--- config.mk ---
export PLATFORM = sky130hd
export DESIGN_NAME = cht_ctrl
export DESIGN_NICKNAME = d
export VERILOG_FILES = /design/src/rtl/core/cht_pkg.sv /design/src/rtl/core/cht_ctrl.sv
export SDC_FILE = /design/constraint.sdc
export NUM_CORES = 1
export LEC_CHECK = 0
export ABC_AREA = 1
export BUFFER_PORTS_ARGS = -buffer_cell sky130_fd_sc_hd__buf_4
export CAP_MARGIN = 0
export CORE_MARGIN = 3
export CORE_UTILIZATION = 40
export CTS_CLUSTER_DIAMETER = 100
export DETAILED_ROUTE_END_ITERATION = 16
export PLACE_DENSITY = 0.73
export SLEW_MARGIN = 0
export SYNTH_ARGS = -nofsm -noshare
export SYNTH_HDL_FRONTEND = slang
export SYNTH_SLANG_ARGS = --single-unit
--- constraint.sdc ---
create_clock -name clk -period 1.45 [get_ports clk]
set_input_delay 0.145 -clock clk [delete_from_list [all_inputs] [get_ports clk]]
set_output_delay 0.145 -clock clk [all_outputs]
set_load 0.01 [all_outputs]
--- src/rtl/core/cht_pkg.sv ---
package cht_pkg;

  localparam int TABLE_SLOTS_DEF = 2048;
  localparam int WORD_W = 116;

  localparam logic [63:0] FNV_BASIS = 64'hCBF29CE484222325;
  localparam logic [63:0] FNV_MULT = 64'h00000100000001B3;
  localparam logic [7:0] CH_ZERO = 8'h30;
  localparam logic [7:0] CH_MINUS = 8'h2D;

  localparam logic [33:0] POW10 [10] = '{
    34'd1, 34'd10, 34'd100, 34'd1000, 34'd10000, 34'd100000, 34'd1000000,
    34'd10000000, 34'd100000000, 34'd1000000000
  };

  typedef enum logic [1:0] {
    OP_LOOKUP = 2'd0,
    OP_INSERT = 2'd1,
    OP_DELETE = 2'd2,
    OP_UNUSED = 2'd3
  } op_t;

  typedef enum logic [1:0] {
    STAT_OK      = 2'd0,
    STAT_MISS    = 2'd1,
    STAT_BAD_VAL = 2'd2,
    STAT_FULL    = 2'd3
  } stat_t;

  typedef enum logic [3:0] {
    ST_CLEAR,
    ST_IDLE,
    ST_HSTART,
    ST_HWAIT,
    ST_PRB_RD,
    ST_PRB_CHK,
    ST_RM_RD,
    ST_RM_CHK,
    ST_RM_HSTART,
    ST_RM_HWAIT,
    ST_RM_END,
    ST_DONE
  } state_t;

  typedef struct packed {
    logic [1:0]  operation;
    logic [31:0] cli_addr;
    logic [31:0] srv_addr;
    logic [15:0] cli_port;
    logic [15:0] srv_port;
    logic [7:0]  protocol;
    logic [11:0] entry_value;
  } in_item_t;

  typedef struct packed {
    logic [1:0]  status;
    logic [11:0] found_value;
    logic [10:0] occupancy;
  } out_item_t;

  typedef struct packed {
    logic  clr_step;
    logic  load_item;
    logic  hash_start;
    logic  hash_slot;
    logic  set_home;
    logic  rd_probe;
    logic  probe_next;
    logic  ins_write;
    logic  rm_init;
    logic  rd_j;
    logic  latch;
    logic  rm_shift;
    logic  rm_step;
    logic  rm_clear;
    logic  cnt_inc;
    logic  cnt_dec;
    logic  set_status;
    stat_t status;
    logic  set_found;
    logic  out_load;
  } cmd_t;

  typedef struct packed {
    logic in_valid;
    logic clr_last;
    logic hash_done;
    logic slot_free;
    logic slot_match;
    logic n_full;
    logic val_bad;
    logic tbl_full;
    logic shift_ok;
    logic out_busy;
    op_t  op;
  } sts_t;

endpackage

--- src/rtl/core/cht_ctrl.sv ---
module cht_ctrl (
  input  logic          clk,
  input  logic          rst_n,
  input  cht_pkg::sts_t sts,
  output cht_pkg::cmd_t cmd,
  output logic          in_ready
);
  import cht_pkg::*;

  state_t state_r;
  state_t state_nxt;

  always_ff @(posedge clk) begin
    if (!rst_n) begin
      state_r <= ST_CLEAR;
    end else begin
      state_r <= state_nxt;
    end
  end

  always_comb begin
    state_nxt = state_r;
    cmd = '0;
    cmd.status = STAT_OK;
    in_ready = 1'b0;
    case (state_r)
      ST_CLEAR: begin
        cmd.clr_step = 1'b1;
        if (sts.clr_last) begin
          state_nxt = ST_IDLE;
        end
      end
      ST_IDLE: begin
        in_ready = 1'b1;
        if (sts.in_valid) begin
          cmd.load_item = 1'b1;
          state_nxt = ST_HSTART;
        end
      end
      ST_HSTART: begin
        cmd.hash_start = 1'b1;
        state_nxt = ST_HWAIT;
      end
      ST_HWAIT: begin
        if (sts.hash_done) begin
          cmd.set_home = 1'b1;
          case (sts.op)
            OP_LOOKUP, OP_DELETE: state_nxt = ST_PRB_RD;
            OP_INSERT: begin
              if (sts.val_bad) begin
                cmd.set_status = 1'b1;
                cmd.status = STAT_BAD_VAL;
                state_nxt = ST_DONE;
              end else if (sts.tbl_full) begin
                cmd.set_status = 1'b1;
                cmd.status = STAT_FULL;
                state_nxt = ST_DONE;
              end else begin
                state_nxt = ST_PRB_RD;
              end
            end
            default: state_nxt = ST_DONE;
          endcase
        end
      end
      ST_PRB_RD: begin
        cmd.rd_probe = 1'b1;
        state_nxt = ST_PRB_CHK;
      end
      ST_PRB_CHK: begin
        if (sts.slot_free || sts.n_full) begin
          if (sts.op == OP_INSERT) begin
            cmd.ins_write = 1'b1;
            cmd.cnt_inc = 1'b1;
            cmd.set_status = 1'b1;
            cmd.status = STAT_OK;
          end
          state_nxt = ST_DONE;
        end else if (sts.slot_match && sts.op != OP_INSERT) begin
          if (sts.op == OP_LOOKUP) begin
            cmd.set_status = 1'b1;
            cmd.status = STAT_OK;
            cmd.set_found = 1'b1;
            state_nxt = ST_DONE;
          end else begin
            cmd.rm_init = 1'b1;
            state_nxt = ST_RM_RD;
          end
        end else begin
          cmd.probe_next = 1'b1;
          state_nxt = ST_PRB_RD;
        end
      end
      ST_RM_RD: begin
        if (sts.n_full) begin
          state_nxt = ST_RM_END;
        end else begin
          cmd.rd_j = 1'b1;
          state_nxt = ST_RM_CHK;
        end
      end
      ST_RM_CHK: begin
        cmd.latch = 1'b1;
        state_nxt = sts.slot_free ? ST_RM_END : ST_RM_HSTART;
      end
      ST_RM_HSTART: begin
        cmd.hash_start = 1'b1;
        cmd.hash_slot = 1'b1;
        state_nxt = ST_RM_HWAIT;
      end
      ST_RM_HWAIT: begin
        cmd.hash_slot = 1'b1;
        if (sts.hash_done) begin
          cmd.rm_shift = sts.shift_ok;
          cmd.rm_step = 1'b1;
          state_nxt = ST_RM_RD;
        end
      end
      ST_RM_END: begin
        cmd.rm_clear = 1'b1;
        cmd.cnt_dec = 1'b1;
        cmd.set_status = 1'b1;
        cmd.status = STAT_OK;
        state_nxt = ST_DONE;
      end
      ST_DONE: begin
        if (!sts.out_busy) begin
          cmd.out_load = 1'b1;
          state_nxt = ST_IDLE;
        end
      end
      default: state_nxt = ST_IDLE;
    endcase
  end
endmodule

==> impl_metrics.csv, run 1 <==
group,metric,value,unit
floorplan,core,1520,um2
worst_setup_path,critPathKind,"reg2out",
pwr,p_clk_share,10.8,%
routing,viasPerCell,5.09,
layout,reg.largest.list,"state_r x4",
clock_tree,clock-root-buffer,"clkbuf_4",
worst_setup_path,worstSetupEndpointType,"primary output",
synthesis,synth_top_area_cell,"nand2_1",
sta,fin_crit_sh,102,%
global_routing,grt_antenna_before_repair,0,
routing,drtIter0Drc,23,
layout,regMostFlops,"state_r",
place,placed_cell_area,928,um2
worst_setup_path,critPathSlowestCell,"dfxtp_4",
worst_setup_path,reg2reg_slack,0.07,ns
run_status,status,"finished with violations",
layout,syn_to_final_growth,81.4,%
place,pre_cts_ws,-0.0136,ns
worst_setup_path,cp_slowest_stage_delay,0.41,ns
min_path,hold_path_class,"in2reg",
worst_setup_path,crit_family,"simple AND/OR/NAND/NOR gates",
layout,final_cell_mix,"buf_4, nand2_1, nor2_1, inv_1",
synthesis,synth_nets,138,
routing,ant_nets,0,
layout,fin_cells,193,
synthesis,synthesis.area,661,um2
sta,relSlewSlack,80.5,%
worst_setup_path,timing.critical_path.buf_inv,3,
pwr,comb_power_share,70.5,%
worst_setup_path,crit_chain,"nand2_4, clkinv_4, nand2_4, nor2_4, inv_2, nor3_4, nand3b_1, buf_4",
place,port_buffers,35,
synthesis,ys_seq_area_share,12.1,%
floorplan,pin_count,36,
pwr,p_seq_share,18.7,%
place,routabilityCongestion,0.834,
min_path,worstHoldStart,"rst_n",
sta,setup_viol_count_final,3,
layout,design_area,1200,um2
clock_tree,clock-sinks,4,
floorplan,dieWidth,46.6,um
global_routing,grt_overflow,0,
synthesis,synth-seq-cells,4,
pwr,vdd_drop_max,0.00144,V
sta,hold_viol,0,
floorplan,die_h,46.6,um
synthesis,yosysTopAreaCellShare,17.6,%
worst_setup_path,worstPathArrival,1.33,ns
synthesis,synthCells,124,
synthesis,synth.avg_cell_area,5.33,um2
job,cap_viol_max_count,0,
pwr,power_density,1080,nW/um2
clock_tree,clk_latency,0.23,ns
run_status,failed_checks,"negative setup slack",
min_path,worstHoldPathCells,3,
sta,setup_ws,-0.0295,ns
sta,maxSlewViolCount,0,
routing,vias,982,
worst_setup_path,path_max_fanout,6,
pwr,leakage,0.687,nW
clock_tree,cts_tree,"done",
sta,skew,0.00192,ns
routing,drcViolationCount,0,
floorplan,num_rows,14,
sta,worst_pin_slew,0.292,ns
clock_tree,ctsHoldBuffers,0,
global_routing,grt_usage,19.9,%
worst_setup_path,r2r_end,"state_r[1]",
pwr,power.total,1.30,mW
sta,clock.fmax,676,MHz
layout,largest_register_ffs,4,
layout,fin_util,78.7,%
pwr,p_sw,647,uW
worst_setup_path,crit_required,1.31,ns
routing,routed_wl,2370,um
clock_tree,clk_pin_slew,0.04,ns
pwr,swShare,49.8,%
routing,drt-pass1-iter-count,4,
place,dpl.cell_count,173,
routing,wl_per_cell,12.3,um
synthesis,yosys.cell_types.count,20,
floorplan,floorplan.die_area,2180,um2
layout,layout_commonest_cell,"buf_4",
place,hpwl,1610,um
global_routing,grt_start_max_net_pins,7,
synthesis,synth_area_leaders,"nand2_1, dfxtp_1, inv_1",
worst_setup_path,reg2reg_from,"state_r[1]",
floorplan,initial_utilization,43.3,%
synthesis,ys.warnings.count,0,
worst_setup_path,start_kind,"flip-flop",
clock_tree,numCtsBuffers,3,
layout,layout.nets,193,
sta,grt_setup_unrepaired,"yes",
global_routing,grt_pass1_vias,833,
clock_tree,clockBufferDepth,2,
min_path,hold_end,"state_r[0]",
worst_setup_path,worst_path_most_repeated_cell,"nand2_4",
layout,antenna_cells,0,
sta,period_needed,1.48,ns
pwr,power.internal,653,uW
worst_setup_path,r2r_cells,11,
layout,drive_gt1_share,53.1,%
global_routing,grt_pass1_wl,3220,um
clock_tree,h-tree-depth,1,
==> worst register-to-register path, delay by kind of cell (launching register included) <==
family | cells | cell delay (ns)
compound gates | 1 | 0.06
simple gates | 6 | 0.42
buf+inv | 4 | 0.37
flops | 1 | 0.41
==> per-stage QoR <==
step | TNS, ns | hold slack (ns)
after floorplan | 0 | 0.273
after global placement | 0 | 0.389
after detailed placement | -0.0136 | 0.399
after CTS | -0.0490 | 0.151
after global routing | -0.507 | 0.175
final | -0.0486 | 0.154
==> worst max path at each step <==
stage,start,endpoint,slack (ns),cells past startpoint
floorplan,state_r[2],cmd[2],0.07,5
global placement,state_r[1],cmd[4],0.06,8
detailed placement,state_r[2],cmd[2],-0.01,6
CTS,state_r[0],cmd[4],-0.03,7
global route,state_r[1],cmd[4],-0.11,8
finish,state_r[1],cmd[4],-0.03,8
==> final cells by class <==
cell class	instances	area, um2
clock buffer	3	22.5
fill	114	325
inverter	28	113
multi-input combinational	90	547
sequential	4	95.1
tap	16	20.0
timing repair buffer	52	402
==> metal layers <==
layer,share of wire [%],track usage (%)
met3,6.1,1.95
met2,52,37.1
met5,0,0
met4,1.1,6.08
met1,40,23.4
==> cells by family (layout without fill, tap and decap cells) <==
| kind of cell | Yosys count | count (layout) | share of synthesized area, % |
|---|---|---|---|
| AND/OR/NAND/NOR | 84 | 84 | 63.8 |
| buffers and inverters | 30 | 83 | 18.4 |
| AO/OA/AOI/OAI | 6 | 6 | 5.68 |
| flip-flops | 4 | 4 | 12.1 |
==> power groups by stage <==
stage          combinational [mW]  sequential, mW  clock (mW)
6_report                    0.917           0.243       0.140
5_1_grt                     0.998           0.248       0.152
4_1_cts                     0.763           0.230       0.142
3_5_place_dp                0.670           0.192           0
3_3_place_gp                0.662           0.190           0
2_1_floorplan               0.445           0.183           0
==> synthesized netlist by cell type, drive strengths merged <==
| library cell | instances |
|---|---|
| o211ai | 1 |
| dfxtp | 4 |
| o21ai | 2 |
| nand3b | 3 |
| nor4 | 2 |
| a21oi | 3 |
| nand2 | 38 |
| buf | 2 |
| inv | 27 |
| clkinv | 1 |
| nor3 | 5 |
| nor2 | 28 |
| nand3 | 8 |
==> what timing repair did <==
| item | in CTS | in global routing |
|---|---|---|
| setup buffers | 9 | 8 |
| setup endpoints to repair | 8 | 11 |
| pin swaps | 6 | 6 |
| resized for setup | 21 | 14 |
Note: power is estimated with default switching activity, not from simulation.
==> run 2, diff against run 1 <==
Settings changed: PLACE_DENSITY 0.73 to 0.8, REMOVE_ABC_BUFFERS set to 1.
==> run 2 against run 1 <==
The flow still finishes with violations (negative setup slack). Sequential power is essentially flat. Critical path depth unchanged. Cell count shrank 3.6%. Power down 7.3%. Register-to-register slack better by 0.07 ns. Final area down 4.0%. Sequential share of layout area is 0.33 points higher. Clock power about the same. Non-clock buffer count fell by 7. Setup slack worse by 0.053 ns. Wire length up 2.8%. Die area unchanged. Largest cell class unchanged.
==> impl_metrics.csv, run 2 (synthesis results as in run 1) <==
group,metric,value,unit
global_routing,grt_usage,22.9,%
sta,grt_setup_unrepaired,"yes",
global_routing,grt_pass1_vias,857,
sta,period_needed,1.53,ns
worst_setup_path,crit_required,1.31,ns
routing,wl_per_cell,13.1,um
layout,regMostFlops,"state_r",
clock_tree,clockBufferDepth,2,
min_path,worstHoldPathCells,3,
place,port_buffers,35,
layout,fin_util,75.5,%
pwr,p_seq_share,19.9,%
clock_tree,numCtsBuffers,3,
place,routabilityCongestion,0.949,
layout,largest_register_ffs,4,
floorplan,initial_utilization,43.3,%
floorplan,dieWidth,46.6,um
worst_setup_path,critPathKind,"reg2out",
worst_setup_path,reg2reg_slack,0.14,ns
worst_setup_path,r2r_cells,9,
global_routing,grt_overflow,0,
routing,routed_wl,2430,um
routing,vias,939,
worst_setup_path,path_max_fanout,4,
layout,final_cell_mix,"buf_4, nand2_1, inv_1, nor2_1, nor2_4",
pwr,leakage,0.656,nW
routing,drcViolationCount,0,
routing,drt-pass1-iter-count,4,
sta,setup_tns,-0.142,ns
pwr,p_clk_share,11.4,%
worst_setup_path,r2r_end,"state_r[3]",
clock_tree,clk_latency,0.23,ns
place,hpwl,1730,um
layout,antenna_cells,0,
sta,setup_viol_count_final,3,
sta,relSlewSlack,81.3,%
floorplan,die_h,46.6,um
layout,drive_gt1_share,51.2,%
layout,regArea,95.1,um2
layout,layout_commonest_cell,"buf_4",
clock_tree,h-tree-depth,1,
layout,syn_to_final_growth,74.2,%
clock_tree,clock-root-buffer,"clkbuf_4",
run_status,failed_checks,"negative setup slack",
pwr,p_sw,610,uW
sta,setup_ws,-0.0828,ns
sta,worst_pin_slew,0.279,ns
job,cap_viol_max_count,0,
worst_setup_path,worstPathArrival,1.39,ns
pwr,comb_power_share,68.7,%
sta,fin_crit_sh,106,%
sta,clock.fmax,652,MHz
pwr,power_density,1050,nW/um2
clock_tree,clock-sinks,4,
worst_setup_path,endpoint,"cmd[4]",
min_path,hold_path_class,"in2reg",
clock_tree,ctsHoldBuffers,0,
worst_setup_path,crit_path_start,"state_r[3]",
global_routing,grt_pass1_wl,3640,um
layout,multiInputGateArea,554,um2
layout,layout.nets,186,
routing,drtIter0Drc,13,
run_status,status,"finished with violations",
worst_setup_path,start_kind,"flip-flop",
clock_tree,clk_pin_slew,0.04,ns
sta,maxSlewViolCount,0,
sta,hold_viol,0,
global_routing,grt_start_max_net_pins,6,
floorplan,pin_count,36,
worst_setup_path,worstSetupEndpointType,"primary output",
worst_setup_path,reg2reg_from,"state_r[3]",
clock_tree,cts_tree,"done",
sta,skew,0.000234,ns
floorplan,floorplan.die_area,2180,um2
pwr,power.internal,596,uW
pwr,swShare,50.6,%
floorplan,num_rows,14,
floorplan,core,1520,um2
pwr,vdd_drop_max,0.000914,V
routing,viasPerCell,5.05,
global_routing,grt_antenna_before_repair,0,
layout,fill_cells,123,
routing,ant_nets,0,
layout,reg.largest.list,"state_r x4",
## run 2: critical path: stages, from the launching register on
cell	delay [ns]
dfxtp_4	0.36
inv_4	0.08
nand2_4	0.06
nor2_4	0.14
inv_4	0.06
nor3_4	0.18
nor2_1	0.06
nand3b_1	0.08
buf_4	0.12
## run 2: worst min path at each step
| stage | startpoint | to | slack, ns |
|---|---|---|---|
| after floorplan | rst_n | state_r[0] | 0.27 |
| after global placement | rst_n | state_r[0] | 0.41 |
| after detailed placement | rst_n | state_r[2] | 0.42 |
| after CTS | rst_n | state_r[0] | 0.17 |
| after global routing | rst_n | state_r[0] | 0.19 |
| final | rst_n | state_r[0] | 0.17 |
## run 2: final cells by class
class / instances / share of cell area (%)
Inverter: 28 / 10.2
Timing Repair Buffer: 45 / 29.7
Sequential cell: 4 / 8.26
Multi-Input combinational cell: 90 / 48.2
Clock buffer: 3 / 1.96
Tap cell: 16 / 1.74
## run 2: power groups by stage
stage,clock network [mW],registers (mW),logic [mW]
after floorplan,0,0.183,0.445
after global placement,0,0.193,0.670
after detailed placement,0,0.195,0.667
after CTS,0.141,0.224,0.748
after global routing,0.141,0.244,0.911
final,0.138,0.240,0.828
## run 2: stage by stage
step                      std cells  setup WS [ns]  cell area, um2  total power, mW  hold slack, ns
after floorplan                 122         0.0651             646            0.628           0.273
after global placement          173         0.0153             928            0.862           0.409
after detailed placement        173       -0.00370             928            0.862           0.421
after CTS                       182        -0.0513            1050             1.11           0.171
after global routing            186         -0.153            1150             1.30           0.186
final                           186        -0.0828            1150             1.21           0.171
## run 2: routing by layer
metal	vias to the layer above	part of all wire, %	GRT usage, %
met2	38	56	42.0
li1	466	-	-
met4	0	2.9	8.84
met3	8	6.7	2.34
met5	-	0	0
met1	427	35	26.7
## run 2: timing repair
action                                 4_1_cts  5_1_grt
setup buffers                                6        4
endpoints found under the hold margin        0        0
gates resized for setup                     18       16
pin swaps                                    4        3
setup endpoints to repair                    9       11
